[config.mk]
export PLATFORM = sky130hd
export DESIGN_NAME = stack_with_extract_min_max_core
export DESIGN_NICKNAME = d
export VERILOG_FILES = /design/src/design/swemm_pkg.sv /design/src/design/stack_with_extract_min_max_core.sv
export SDC_FILE = /design/constraint.sdc
export NUM_CORES = 1
export LEC_CHECK = 0
export BUFFER_PORTS_ARGS = -buffer_cell sky130_fd_sc_hd__buf_2
export CORE_ASPECT_RATIO = 1.5
export CORE_MARGIN = 2
export CORE_UTILIZATION = 55
export CTS_BUF_LIST = sky130_fd_sc_hd__clkbuf_4 sky130_fd_sc_hd__clkbuf_8 sky130_fd_sc_hd__clkbuf_16
export DETAILED_ROUTE_END_ITERATION = 8
export PLACE_DENSITY = 0.78
export SYNTH_ARGS = -nofsm -noshare
export SYNTH_HDL_FRONTEND = slang
export SYNTH_SLANG_ARGS = --single-unit
export TNS_END_PERCENT = 10
[constraint.sdc]
create_clock -name i_clk -period 4.24 [get_ports i_clk]
set_clock_uncertainty 0.15 [all_clocks]
set_input_delay 0.424 -clock i_clk [delete_from_list [all_inputs] [get_ports i_clk]]
set_output_delay 0.424 -clock i_clk [all_outputs]
set_load 0.05 [all_outputs]
[src/design/swemm_pkg.sv]
// ----------------------------------------------------------------------------
// swemm_pkg
// operation and status codes for the bounded stack with min/max extract
// ----------------------------------------------------------------------------
package swemm_pkg;

    localparam int MODE_W   = 2;
    localparam int STATUS_W = 2;
    localparam int DATA_W   = 32;
    localparam int COUNT_W  = 4;

    localparam logic [MODE_W-1:0] MODE_PUSH    = 2'd0;
    localparam logic [MODE_W-1:0] MODE_POP     = 2'd1;
    localparam logic [MODE_W-1:0] MODE_EXT_MIN = 2'd2;
    localparam logic [MODE_W-1:0] MODE_EXT_MAX = 2'd3;

    localparam logic [STATUS_W-1:0] ST_OK    = 2'd0;
    localparam logic [STATUS_W-1:0] ST_FULL  = 2'd1;
    localparam logic [STATUS_W-1:0] ST_EMPTY = 2'd2;
    localparam logic [STATUS_W-1:0] ST_RSVD  = 2'd3;

endpackage

[src/design/stack_with_extract_min_max_core.sv]
// sequence: push and any error go from accept to the response state, pop reads the top
// entry in its own state first, extract makes one pass over the memory to find the extreme
// and one pass to compact the survivors (one read port and one write port)
// throughput: one item at a time; a new item is taken once the result is loaded
// reset clears the fill count and the output valid; memory contents stay undefined
// ----------------------------------------------------------------------------
// stack_with_extract_min_max_core
// bounded stack of signed words with pop, push, extract minimum and maximum
// ----------------------------------------------------------------------------
module stack_with_extract_min_max_core #(
    parameter int DEPTH = 8
) (
    input  logic                                    i_clk,
    input  logic                                    i_rst_n,
    input  logic                                    i_valid,
    output logic                                    o_stall,
    input  logic [swemm_pkg::MODE_W-1:0]            i_mode,
    input  logic signed [swemm_pkg::DATA_W-1:0]     i_value,
    output logic                                    o_valid,
    input  logic                                    i_stall,
    output logic signed [swemm_pkg::DATA_W-1:0]     o_result_value,
    output logic [swemm_pkg::STATUS_W-1:0]          o_status,
    output logic [swemm_pkg::COUNT_W-1:0]           o_count
);
    import swemm_pkg::*;

    localparam int CW = $clog2(DEPTH + 1);
    localparam int AW = (DEPTH > 1) ? $clog2(DEPTH) : 1;

    typedef enum logic [2:0] {
        S_IDLE,
        S_POP,
        S_SCAN,
        S_COMPACT,
        S_RESP
    } t_state;

    t_state                     r_state;
    logic [CW-1:0]              r_count;
    logic [CW-1:0]              r_rd_idx;
    logic [CW-1:0]              r_kept;
    logic                       r_dv;
    logic                       r_first;
    logic [MODE_W-1:0]          r_mode;
    logic signed [DATA_W-1:0]   r_best;
    logic signed [DATA_W-1:0]   r_res;
    logic [STATUS_W-1:0]        r_stat;
    logic                       r_out_valid;
    logic signed [DATA_W-1:0]   r_out_value;
    logic [STATUS_W-1:0]        r_out_status;
    logic [CW-1:0]              r_out_count;

    logic signed [DATA_W-1:0]   mem [DEPTH];
    logic signed [DATA_W-1:0]   r_rd_data;

    logic                       full;
    logic [CW-1:0]              cnt_m1;
    logic                       scan_more;
    logic                       better;
    logic                       keep;
    logic                       mem_rd_en;
    logic [AW-1:0]              mem_rd_addr;
    logic                       mem_wr_en;
    logic [AW-1:0]              mem_wr_addr;
    logic signed [DATA_W-1:0]   mem_wr_data;
    logic                       out_free;

    assign full      = (r_count == CW'(DEPTH));
    assign cnt_m1    = r_count - 1'b1;
    assign scan_more = (r_rd_idx < r_count);
    assign better    = (r_mode == MODE_EXT_MAX) ? (r_rd_data > r_best) : (r_rd_data < r_best);
    assign keep      = r_dv && (r_rd_data != r_best);
    assign out_free  = !r_out_valid || !i_stall;

    assign o_stall        = (r_state != S_IDLE);
    assign o_valid        = r_out_valid;
    assign o_result_value = r_out_value;
    assign o_status       = r_out_status;
    assign o_count        = COUNT_W'(r_out_count);

    // memory port control
    always_comb begin
        mem_rd_en   = 1'b0;
        mem_rd_addr = r_rd_idx[AW-1:0];
        mem_wr_en   = 1'b0;
        mem_wr_addr = r_kept[AW-1:0];
        mem_wr_data = r_rd_data;
        unique case (r_state)
            S_IDLE: begin
                if (i_valid && i_mode == MODE_PUSH && !full) begin
                    mem_wr_en   = 1'b1;
                    mem_wr_addr = r_count[AW-1:0];
                    mem_wr_data = i_value;
                end
                if (i_valid && i_mode == MODE_POP && r_count != '0) begin
                    mem_rd_en   = 1'b1;
                    mem_rd_addr = cnt_m1[AW-1:0];
                end
            end
            S_SCAN: begin
                mem_rd_en = scan_more;
            end
            S_COMPACT: begin
                // writes trail the reads, so the write slot never meets the read slot
                mem_rd_en = scan_more;
                mem_wr_en = keep;
            end
            default: begin
            end
        endcase
    end

    always_ff @(posedge i_clk) begin
        if (mem_wr_en) begin
            mem[mem_wr_addr] <= mem_wr_data;
        end
        if (mem_rd_en) begin
            r_rd_data <= mem[mem_rd_addr];
        end
    end

    always_ff @(posedge i_clk) begin
        if (!i_rst_n) begin
            r_state     <= S_IDLE;
            r_count     <= '0;
            r_out_valid <= 1'b0;
        end else begin
            // the response state reloads the output register itself
            if (r_out_valid && !i_stall && r_state != S_RESP) begin
                r_out_valid <= 1'b0;
            end
            unique case (r_state)
                S_IDLE: begin
                    if (i_valid) begin
                        r_mode   <= i_mode;
                        r_res    <= '0;
                        r_rd_idx <= '0;
                        r_dv     <= 1'b0;
                        r_first  <= 1'b1;
                        if (i_mode == MODE_PUSH) begin
                            if (full) begin
                                r_stat <= ST_FULL;
                            end else begin
                                r_stat  <= ST_OK;
                                r_count <= r_count + 1'b1;
                            end
                            r_state <= S_RESP;
                        end else if (r_count == '0) begin
                            r_stat  <= ST_EMPTY;
                            r_state <= S_RESP;
                        end else if (i_mode == MODE_POP) begin
                            r_stat  <= ST_OK;
                            r_count <= cnt_m1;
                            r_state <= S_POP;
                        end else begin
                            r_stat  <= ST_OK;
                            r_state <= S_SCAN;
                        end
                    end
                end
                S_POP: begin
                    r_res   <= r_rd_data;
                    r_state <= S_RESP;
                end
                S_SCAN: begin
                    if (scan_more) begin
                        r_rd_idx <= r_rd_idx + 1'b1;
                    end
                    r_dv <= scan_more;
                    if (r_dv) begin
                        r_first <= 1'b0;
                        if (r_first || better) begin
                            r_best <= r_rd_data;
                        end
                    end
                    if (!r_dv && !scan_more) begin
                        r_rd_idx <= '0;
                        r_kept   <= '0;
                        r_state  <= S_COMPACT;
                    end
                end
                S_COMPACT: begin
                    if (scan_more) begin
                        r_rd_idx <= r_rd_idx + 1'b1;
                    end
                    r_dv <= scan_more;
                    if (keep) begin
                        r_kept <= r_kept + 1'b1;
                    end
                    if (!r_dv && !scan_more) begin
                        r_count <= r_kept;
                        r_res   <= r_best;
                        r_state <= S_RESP;
                    end
                end
                S_RESP: begin
                    if (out_free) begin
                        r_out_valid  <= 1'b1;
                        r_out_value  <= r_res;
                        r_out_status <= r_stat;
                        r_out_count  <= r_count;
                        r_state      <= S_IDLE;
                    end
                end
                default: begin
                    r_state <= S_IDLE;
                end
            endcase
        end
    end

    a_count_bound: assert property (@(posedge i_clk) disable iff (!i_rst_n)
        r_count <= CW'(DEPTH))
        else $error("fill count above depth");

    a_kept_behind: assert property (@(posedge i_clk) disable iff (!i_rst_n)
        r_state == S_COMPACT |-> r_kept <= r_rd_idx)
        else $error("compaction write passed the read pointer");

    a_full_count: assert property (@(posedge i_clk) disable iff (!i_rst_n)
        o_valid && o_status == ST_FULL |-> r_out_count == CW'(DEPTH))
        else $error("full status with stack not full");

    a_empty_res: assert property (@(posedge i_clk) disable iff (!i_rst_n)
        o_valid && o_status == ST_EMPTY |-> o_result_value == '0 && r_out_count == '0)
        else $error("empty status with nonzero value or count");

    a_status_code: assert property (@(posedge i_clk) disable iff (!i_rst_n)
        o_valid |-> o_status != ST_RSVD)
        else $error("reserved status code on output");

    a_extract_shrinks: assert property (@(posedge i_clk) disable iff (!i_rst_n)
        r_state == S_COMPACT && !r_dv && !scan_more |=> r_count < $past(r_count))
        else $error("extract did not remove an entry");

endmodule

* Word level (Yosys, flattened, before mapping)
Memories as Yosys holds them, arrays and structs flattened. A register that Yosys moved wholly into a read port is not among the register bits.
Index checks and enable logic that the tools add are counted.
** Operators by class
- $add $sub $neg :: 4
- Mux-type cells :: 49
- Equal/unequal tests :: 18
- Reduce and logical (&&, ||, !) cells :: 37
- $lt $le $gt $ge :: 3
** Operator list (number)
- 2-to-1 mux 32 bit :: 4
- case mux 32 bit (3 select lines) :: 1
- 2-to-1 mux 4 bit :: 11
- greater-than comparator 32 bit :: 1
- less-than comparator 32 bit :: 1
- != test 32 bit :: 1
- 2-to-1 mux 3 bit :: 10
- AND reduction 4 bit :: 5
- case mux 4 bit (2 select lines) :: 2
- case mux 3 bit (5 select lines) :: 1
- adder 4 x 1 -> 4 bit (second input constant) :: 3
- 2-to-1 mux 1 bit :: 12
- != test 2 bit (second input constant) :: 6
- != test 3 bit (second input constant) :: 4
- case mux 4 bit (3 select lines) :: 1
- AND reduction 3 bit :: 4
- nonzero test 3 bit :: 3
- logical AND 1 bit :: 8
- case mux 1 bit (2 select lines) :: 4
- nonzero test 2 bit :: 4
- equality test 3 x 2 -> 1 bit (second input constant) :: 2
- 2-to-1 mux 2 bit :: 3
- AND reduction 6 bit :: 1
- zero test 1 bit :: 5
- 13 further kinds :: 14
** Word-level totals
- Register bits after elaboration :: 124
- Memory bits (writable) :: 256
- Logic and storage cells :: 126
- Memories :: 1
- Output and inout port bits :: 40
- Bits of input ports :: 38
** Memory list
- mem :: words 8, bits a word 32, read ports 1, clocked after memory_dff 1, write ports 1, line stack_with_extract_min_max_core.sv:53 : logic signed [DATA_W-1:0] mem [DEPTH];

* Logic depth before layout (Yosys ltp)
Gate-level depths: netlist of the first run.
- Depth in word-level cells :: 7
- Depth in mapped cells :: 11

* Least setup slack after synthesis of the first run
Ideal clock, no wire load.
- Kind :: register to register
- Start point :: register r_rd_data[14] (read register of mem)
- End point :: register r_best[0], enable pin
- Stages on the path, launching flop included :: 9
- Period minus slack after synthesis :: 4.238 ns
- Data arrival time :: 3.653 ns
- Path slack :: 0.002 ns
- Path buffers :: 0
- Path through :: edfxtp_1 -> ha_1 -> a21oi_1 -> nand2_1 -> a221o_1 -> or3_1 -> a21oi_1 -> xnor2_1 -> mux2i_1
** On the way
- Cells in the longest elaborated chain, start to end :: 4
** Ends and longest elaborated chain
- from (decl) :: line stack_with_extract_min_max_core.sv:54 : logic signed [DATA_W-1:0] r_rd_data;
- less-than comparator 32 bit or greater-than comparator 32 bit (tied branches) :: line stack_with_extract_min_max_core.sv:71 : assign better = (r_mode == MODE_EXT_MAX) ? (r_rd_data > r_best) : (r_rd_data < r_best);
- 2-to-1 mux 1 bit * :: line stack_with_extract_min_max_core.sv:71
- logical OR 1 bit * :: line stack_with_extract_min_max_core.sv:172 : if (r_first || better) begin
- AND reduction 4 bit (no line) *
- to (signal assigned) :: line stack_with_extract_min_max_core.sv:173 : r_best <= r_rd_data;
- to (decl) :: line stack_with_extract_min_max_core.sv:45 : logic signed [DATA_W-1:0] r_best;
Every way passes the cells marked *; elsewhere a longest branch is shown, timed or not.
A chain may end at the register's enable or synchronous reset.

* Final worst setup path of the first run
- Start point :: register r_count[0]
- End point :: register r_rd_data[29] (read register of mem) (data pin)
** On the way
- Cells in the longest elaborated chain, start to end :: 4
** Ends and longest elaborated chain
- from (decl) :: line stack_with_extract_min_max_core.sv:39 : logic [CW-1:0] r_count;
- from (signal assigned) :: line stack_with_extract_min_max_core.sv:145 : r_count <= r_count + 1'b1;
- from (signal assigned) :: line stack_with_extract_min_max_core.sv:153 : r_count <= cnt_m1;
- from (signal assigned) :: line stack_with_extract_min_max_core.sv:191 : r_count <= r_kept;
- parallel branches: the longest is 4 deep, another holds subtractor 4 x 1 -> 4 bit
Parallel ways; which one is timed is not known.

==> results of run 1 <==
==> path summary, 6_finish.rpt <==
check	from	end	slack, ps	depth (start not counted)
worst max register to register	r_count[0]$_SDFFE_PN0P_	r_rd_data[29]$_DFFE_PP_	600	10
worst max-delay path	r_count[0]$_SDFFE_PN0P_	r_rd_data[29]$_DFFE_PP_	600	10
worst min-delay path	i_rst_n	r_state[2]$_SDFFE_PN0P_	60	3
worst min register to register	r_res[12]$_DFFE_PP_	o_result_value[12]$_DFFE_PP_	260	0
==> flip-flops by register name, summed over array words and instances (netlist names), 2 cells and up <==
| register | count |
|---|---|
| r_kept | 4 |
| r_stat | 2 |
| o_count | 4 |
| r_rd_data | 32 |
| o_result_value | 32 |
| o_status | 2 |
| r_count | 4 |
| r_res | 32 |
| r_rd_idx | 4 |
| r_state | 3 |
| mem | 256 |
| r_mode | 2 |
| r_best | 32 |
==> area by class of cell <==
cell class | count | area, um^2
fillers | 2101 | 11200
well taps | 400 | 500
inverters | 45 | 169
repair buffers | 104 | 626
flip-flops and latches | 412 | 12300
multi-input cells | 483 | 4120
clock buffers | 44 | 978
clock inverters | 21 | 158
==> stage by stage <==
| step | worst slack, ps | area, um^2 |
|---|---|---|
| 5_1_grt | 410 | 18800 |
| 3_3_place_gp | 692 | 17700 |
| 6_report | 598 | 18800 |
| 4_1_cts | 591 | 18800 |
| 3_5_place_dp | 646 | 17700 |
| 2_1_floorplan | 1.79 | 16700 |
==> routing by layer <==
metal | vias to the layer above | global-route usage | routed length [um]
met4 | 0 | 0.0828 | 1060
met1 | 4432 | 0.262 | 12800
met5 | - | 0 | 0
met2 | 321 | 0.362 | 16900
li1 | 3965 | - | -
met3 | 74 | 0.0338 | 1870
==> worst min-delay path, delay by kind of cell <==
kind / cells / cell delay [ps]
buffers and inverters: 1 / 160
AND/OR/NAND/NOR: 2 / 120
==> cell families (layout without fill, tap and decap cells) <==
family / Yosys count / count (layout) / synth area share
flip-flops: 412 / 412 / 0.738
AND/OR/NAND/NOR: 230 / 230 / 0.0592
AO/OA/AOI/OAI: 106 / 106 / 0.0363
multiplexers: 100 / 100 / 0.111
buffers and inverters: 81 / 214 / 0.0224
adder cells (fa/ha/maj): 39 / 39 / 0.0293
XOR/XNOR: 8 / 8 / 0.00420
==> synthesized netlist by cell type (3+ instances only) <==
master,n,area share
dfxtp_1,8,0.0096
buf_6,5,0.0034
nand2b_1,4,0.0015
a221oi_1,3,0.0016
buf_2,7,0.0021
mux2i_1,3,0.0018
mux2_2,33,0.022
inv_1,44,0.0099
a21o_1,5,0.0023
nand3_1,7,0.0021
ha_1,39,0.029
nand2_1,152,0.034
nor2_1,36,0.0081
a21oi_1,31,0.0093
xor2_1,5,0.0026
edfxtp_1,404,0.73
xnor2_1,3,0.0016
o21ai_0,50,0.015
nor3_1,9,0.0027
mux4_2,62,0.084
nand4_1,8,0.0030
clkbuf_1,20,0.0045
nor2b_1,3,0.0011
==> power by group <==
| group | leakage [nW] | internal (mW) | total (mW) | switching, mW |
|---|---|---|---|---|
| Combinational | 2.27 | 0.613 | 1.71 | 1.10 |
| Sequential | 3.73 | 4.92 | 5.04 | 0.124 |
| Clock | 0.566 | 1.77 | 3.17 | 1.40 |
| Total | 6.57 | 7.30 | 9.92 | 2.62 |
==> results.yml, run 1 <==
finish:
  utilization: 0.627
  area_delta_synth_final_pct: 13.1
  layout-drive-gt1-share: 0.249
  final_nets: 1159
  fin_cells: 1509
  mostFrequentLayoutCells: "edfxtp_1 (404), nand2_1 (152), buf_2 (77), mux4_2 (62), o21ai_0 (50)"
  num_antenna_cells: 0
  layout_commonest_cell: "edfxtp_1"
worst_setup_path:
  critPathSlowestCell: "mux4_2"
  arrival_ps: 3770
  cp_max_fo: 50
  max_stage_delay_ps: 540
  crit_type: "flip-flop to flip-flop"
  crit_path_start_kind: "flip-flop"
  required_ps: 4370
  critPathTopFamily: "multiplexers"
  critPathBufInv: 3
  cp_cell_sequence: "inv_1 -> ha_1 -> nor2b_1 -> nand2_1 -> nand4b_4 -> a21oi_4 -> buf_12 -> buf_4 -> mux4_2 -> mux2_2"
  endpoint_kind: "flip-flop"
synth:
  ys.flop_type: "edfxtp_1"
  synth_enable_flop_cells: 404
  synth_fp_nets: 1053
  syn_inst: 976
  yosysUniqueCellTypes: 47
  ys_ff_latch: 412
  yosysSeqAreaShare: 0.738
  yosys_warnings: 0
  syn_area_mm2: 0.0167
  async_flop_share: 0
  syn_avg_cell_area_um2: 17.1
die:
  core_area_mm2: 0.0301
  dieArea_mm2: 0.0317
  initial_core_util: 0.554
  die_x_um: 146
  io_pins: 78
  rows: 78
  die_y_um: 217
timing:
  fin_crit_sh: 0.859
  slew_headroom: 0.348
  rsz0062_at_grt: "no"
  hold_violations: 0
  clock.fmax_mhz: 275
  final.min_clock_period_ps: 3640
  worst_slew_pin_slew_ps: 975
  tns_ps: 0
  hold_slack_ps: 64.9
  setup_viol: 0
  drv_slew: 0
routing:
  wl_per_cell_um: 21.6
  wirelength_um: 32700
  vias_per_cell: 5.83
  route.vias.total: 8792
  drcViolationCount: 0
  postRouteAntennaNets: 0
  drt-initial-drc-count: 794
  drt-pass1-iter-count: 5
clock_network:
  cts_setup_buffers: 0
  worstSkewPairLatency_ps: 540
  cts_buffer_depth: 3
  clkSinkCount: 412
  numCtsBuffers: 36
  htreeDepth: 2
  path_clk_slew_ps: 70
  root_buffer: "clkbuf_16"
  cts_resized: 0
  cts_tree: "done"
  holdBufCountCts: 0
grt:
  grt_max_degree: 65
  antenna_found_initial: 0
  gr-usage-all-layers: 0.208
  grt_pass1_wl_um: 50300
  grt_pass1_vias: 8951
  overflow: 0
flow_run:
  maxCapViolCount: 0
place:
  gp_congestion: 0.866
  place_hpwl_um: 19500
  portBuffers: 77
  placed_cells: 1444
hold_path:
  min_path_type: "input pin to flip-flop"
run_status:
  status: "finished, final reports clean"
pwr:
  power_mw: 9.92
  leakage_nw: 6.57
  ir_drop_mv: 0.268
  power.density_mw_per_mm2: 527
(Power assumes the default switching activity.)
==> inputs of run 2 (changes only) <==
--- a/config.mk
+++ b/config.mk
@@ -12,6 +12,7 @@
 export CTS_BUF_LIST = sky130_fd_sc_hd__clkbuf_4 sky130_fd_sc_hd__clkbuf_8 sky130_fd_sc_hd__clkbuf_16
 export DETAILED_ROUTE_END_ITERATION = 8
 export PLACE_DENSITY = 0.78
+export REMOVE_ABC_BUFFERS = 1
 export SYNTH_ARGS = -nofsm -noshare
 export SYNTH_HDL_FRONTEND = slang
 export SYNTH_SLANG_ARGS = --single-unit
==> run 2 against run 1 <==
Against the previous run:
- critical path depth is 1 lower
- sequential power about the same
- die area did not move
- non-clock buffer count did not move
- core utilization about the same
- first-iteration DRC count increased by 36%
- largest cell class unchanged
- register-to-register slack hardly changed
==> results.yml, run 2 (synthesized netlist as in run 1, its figures left out) <==
run_status:
  status: "finished, final reports clean"
clock_network:
  cts_buffer_depth: 3
  cts_resized: 0
  worstSkewPairLatency_ps: 530
  holdBufCountCts: 0
  htreeDepth: 2
  cts_tree: "done"
  cts_setup_buffers: 0
  root_buffer: "clkbuf_16"
  numCtsBuffers: 36
  clkSinkCount: 412
  path_clk_slew_ps: 70
finish:
  utilization: 0.626
  final_nets: 1159
  regMostFlops: "mem"
  layout_commonest_cell: "edfxtp_1"
  seq_area_mm2: 0.0123
  mostFrequentLayoutCells: "edfxtp_1 (404), nand2_1 (152), buf_2 (77), mux4_2 (62), o21ai_0 (50)"
  layout-drive-gt1-share: 0.249
  multiInputGateArea_mm2: 0.00413
  largest_reg_flops: 256
  fillCellCount: 2126
  area_delta_synth_final_pct: 13.0
  num_antenna_cells: 0
grt:
  antenna_found_initial: 0
  grt_max_degree: 41
  grt_pass1_wl_um: 53200
  gr-usage-all-layers: 0.226
  grt_pass1_vias: 8986
  overflow: 0
place:
  gp_congestion: 0.845
  place_hpwl_um: 21700
  portBuffers: 77
routing:
  drt-initial-drc-count: 1079
  drt-pass1-iter-count: 5
  wirelength_um: 35200
  postRouteAntennaNets: 0
  drcViolationCount: 0
  vias_per_cell: 5.95
  wl_per_cell_um: 23.5
  route.vias.total: 8945
timing:
  hold_slack_ps: 41.6
  fin_crit_sh: 0.860
  clock.fmax_mhz: 274
  slew_headroom: 0.221
  setup_viol: 0
  final.min_clock_period_ps: 3650
  worst_slew_pin_slew_ps: 1170
  rsz0062_at_grt: "no"
  tns_ps: 0
  drv_slew: 0
  hold_violations: 0
worst_setup_path:
  crit_type: "flip-flop to flip-flop"
  endpoint_kind: "flip-flop"
  rrSetupSlack_ps: 590
  crit_path_start_kind: "flip-flop"
  cp_max_fo: 16
  cpMostUsedCell: "a21oi_1"
  arrival_ps: 3720
  critPathTopFamily: "simple AND/OR/NAND/NOR gates"
  critPathBufInv: 1
  max_stage_delay_ps: 660
  required_ps: 4320
  critPathSlowestCell: "mux2i_4"
  cp_cell_sequence: "ha_1 -> nand4_1 -> or4_1 -> a21oi_1 -> or3_1 -> a21oi_1 -> xnor2_1 -> mux2i_4 -> buf_4"
die:
  io_pins: 78
  core_area_mm2: 0.0301
  die_y_um: 217
  dieArea_mm2: 0.0317
  die_x_um: 146
  rows: 78
  initial_core_util: 0.554
pwr:
  leakage_nw: 6.57
  power.density_mw_per_mm2: 530
  ir_drop_mv: 0.314
  power_mw: 9.98
hold_path:
  min_path_type: "input pin to flip-flop"
flow_run:
  maxCapViolCount: 0
run 2: cell count changes in the layout (fill, tap and decap cells not counted):
| cell | before | now |
|---|---|---|
| clkbuf_8 | 0 | 1 |
| nor2_4 | 9 | 10 |
| nor2_2 | 2 | 1 |
| clkinv_2 | 7 | 5 |
| inv_6 | 2 | 0 |
| clkinv_1 | 8 | 4 |
| clkbuf_4 | 7 | 9 |
| nand3_1 | 7 | 6 |
| clkinvlp_4 | 2 | 1 |
| nand3_2 | 0 | 1 |
run 2: worst paths after layout:
check                                              from                           end  depth (start not counted)
worst max-delay path            r_rd_data[14]$_DFFE_PP_          r_best[28]$_DFFE_PP_                          9
worst min-delay path                          i_mode[1]           r_mode[1]$_DFFE_PP_                          1
worst max register to register  r_rd_data[14]$_DFFE_PP_          r_best[28]$_DFFE_PP_                          9
worst min register to register      r_res[28]$_DFFE_PP_  o_result_value[28]$_DFFE_PP_                          0
run 2: worst register-to-register path: stages (launching register included):
cell and delay (ps):
edfxtp_1 430, ha_1 350, nand4_1 150, or4_1 600, a21oi_1 140, or3_1 150
a21oi_1 90, xnor2_1 330, mux2i_4 660, buf_4 300
run 2: area by class of cell:
class / instances / share of cell area
multi-input cells: 483 / 0.219
repair buffers: 104 / 0.0332
well taps: 400 / 0.0266
flip-flops and latches: 412 / 0.653
clock buffers: 47 / 0.0535
clock inverters: 12 / 0.00571
inverters: 45 / 0.00897
run 2: through the flow:
step,setup slack (ps),area [um^2],instances
after floorplan,-3840,16500,940
after global placement,692,17700,1444
after detailed placement,583,17700,1444
after CTS,572,18800,1503
after global routing,436,18800,1503
final,592,18800,1503
run 2: power by group:
group	leakage (nW)	internal (mW)	switching, mW
sequential	3.73	4.92	0.140
combinational	2.27	0.617	1.15
clock	0.559	1.79	1.36
total	6.57	7.33	2.65
run 2: layer usage:
metal  wire, um  track usage
met1      13200        0.284
met2      18200        0.390
met3       2390       0.0342
met4       1520        0.105
met5          0            0
==> inputs of run 3 (changes only) <==
--- a/config.mk
+++ b/config.mk
@@ -12,6 +12,7 @@
 export CTS_BUF_LIST = sky130_fd_sc_hd__clkbuf_4 sky130_fd_sc_hd__clkbuf_8 sky130_fd_sc_hd__clkbuf_16
 export DETAILED_ROUTE_END_ITERATION = 8
 export PLACE_DENSITY = 0.78
+export RECOVER_POWER = 100
 export REMOVE_ABC_BUFFERS = 1
 export SYNTH_ARGS = -nofsm -noshare
 export SYNTH_HDL_FRONTEND = slang
==> run 3 against run 2 <==
Against the previous run:
- the flow now finishes with violations (max-capacitance violations, max-slew violations)
- clock power about the same
- hold slack better by 15 ps
- combinational power decreased by 2%
- global-route usage is the same
- routed wire length grew 0.13%
- via count rose by 0.21%
==> results.yml, run 3 (synthesized netlist as in run 1, its figures left out) <==
run_status:
  status: "finished with violations"
  failed_checks: "max-capacitance violations, max-slew violations"
grt:
  top_usage_layer: "met2"
  grt_max_degree: 41
  grt_util_met2: 0.390
  antenna_found_initial: 0
  met1_usage: 0.284
  grt_pass1_wl_um: 53200
  gr-usage-all-layers: 0.226
  overflow: 0
  grt_pass1_vias: 8986
  grt_use_met3: 0.0342
die:
  initial_core_util: 0.554
  core_area_mm2: 0.0301
  rows: 78
  io_pins: 78
  die_x_um: 146
  dieArea_mm2: 0.0317
  die_y_um: 217
clock_network:
  cts_resized: 0
  cts_tree: "done"
  holdBufCountCts: 0
  cts_buffer_depth: 3
  htreeDepth: 2
  clkSinkCount: 412
  numCtsBuffers: 36
  root_buffer: "clkbuf_16"
  worstSkewPairLatency_ps: 530
  path_clk_slew_ps: 70
  cts_setup_buffers: 0
routing:
  vias_per_cell: 5.96
  postRouteAntennaNets: 0
  drt-pass1-iter-count: 7
  drcViolationCount: 0
  wl_per_cell_um: 23.5
  wirelength_um: 35300
  route.vias.total: 8964
  drt-initial-drc-count: 1019
finish:
  layout_commonest_cell: "edfxtp_1"
  seq_area_mm2: 0.0123
  largest_reg_flops: 256
  multiInputGateArea_mm2: 0.00411
  fillCellCount: 2152
  finalInstanceArea_mm2: 0.0187
  fin_cells: 1503
  area_delta_synth_final_pct: 12.3
  num_antenna_cells: 0
  mostFrequentLayoutCells: "edfxtp_1 (404), nand2_1 (152), mux4_2 (62), o21ai_0 (51), clkbuf_1 (47)"
  regMostFlops: "mem"
  final_nets: 1159
  layout-drive-gt1-share: 0.192
pwr:
  power.density_mw_per_mm2: 531
  ir_drop_mv: 0.315
  leakage_nw: 6.43
  power_mw: 9.94
timing:
  hold_violations: 0
  final.min_clock_period_ps: 3830
  slew_headroom: -0.355
  clock.fmax_mhz: 261
  fin_crit_sh: 0.902
  worst_slew_pin_slew_ps: 2030
  setup_viol: 0
  rsz0062_at_grt: "no"
  drv_slew: 96
worst_setup_path:
  arrival_ps: 3930
  required_ps: 4350
  cp_max_fo: 40
  crit_type: "flip-flop to flip-flop"
  crit_path_start_kind: "flip-flop"
  endpoint_kind: "flip-flop"
place:
  placed_cells: 1444
  portBuffers: 77
  place_hpwl_um: 21700
  placed_cell_area_mm2: 0.0177
  gp_congestion: 0.845
hold_path:
  min_path_type: "input pin to flip-flop"
flow_run:
  maxCapViolCount: 3
[run 3: cell types whose count changed in the layout (fill, tap and decap cells not counted), sizes merged]
cell    change
buf        -52
clkbuf     +52
[run 3: layout make-up]
cell class / instances / area share
Tap cell: 400 / 0.0267
Inverter: 45 / 0.00902
Multi-Input combinational cell: 483 / 0.220
Timing Repair Buffer: 104 / 0.0285
Clock inverter: 12 / 0.00575
Clock buffer: 47 / 0.0538
Sequential cell: 412 / 0.657
[run 3: worst paths after layout]
path	start	endpoint	slack [ps]	cells after the start
worst max-delay path	r_count[1]$_SDFFE_PN0P_	r_rd_data[28]$_DFFE_PP_	410	9
worst min-delay path	i_rst_n	r_state[2]$_SDFFE_PN0P_	60	3
worst max register to register	r_count[1]$_SDFFE_PN0P_	r_rd_data[28]$_DFFE_PP_	410	9
worst min register to register	r_res[9]$_DFFE_PP_	o_result_value[9]$_DFFE_PP_	270	0
[run 3: through the flow]
stage	utilization	setup slack [ps]	hold WS, ps	TNS [ps]
floorplan	-	-3840	250	-195100
global placement	0.589	692	251	0
detailed placement	0.589	583	256	0
CTS	0.626	572	28.3	0
global route	0.623	226	71.5	0
finish	0.623	415	56.2	0
[run 3: critical path: stages (launching register included)]
cell,delay (ps)
dfxtp_1,440
inv_1,140
ha_1,230
nor2b_1,160
nand2_1,210
nand4b_4,230
a21oi_4,210
clkbuf_2,950
mux4_2,430
mux2_1,350
[run 3: per-layer routing]
| metal | part of all wire | up-vias |
|---|---|---|
| li1 | - | 3954 |
| met2 | 0.51 | 408 |
| met3 | 0.069 | 85 |
| met1 | 0.37 | 4517 |
| met5 | 0 | - |
| met4 | 0.044 | 0 |
[run 3: report_power, final]
part	leakage, nW	total (mW)	switching (mW)	internal (mW)
combinational	2.13	1.72	1.15	0.571
clock	0.559	3.15	1.36	1.79
sequential	3.73	5.06	0.142	4.92
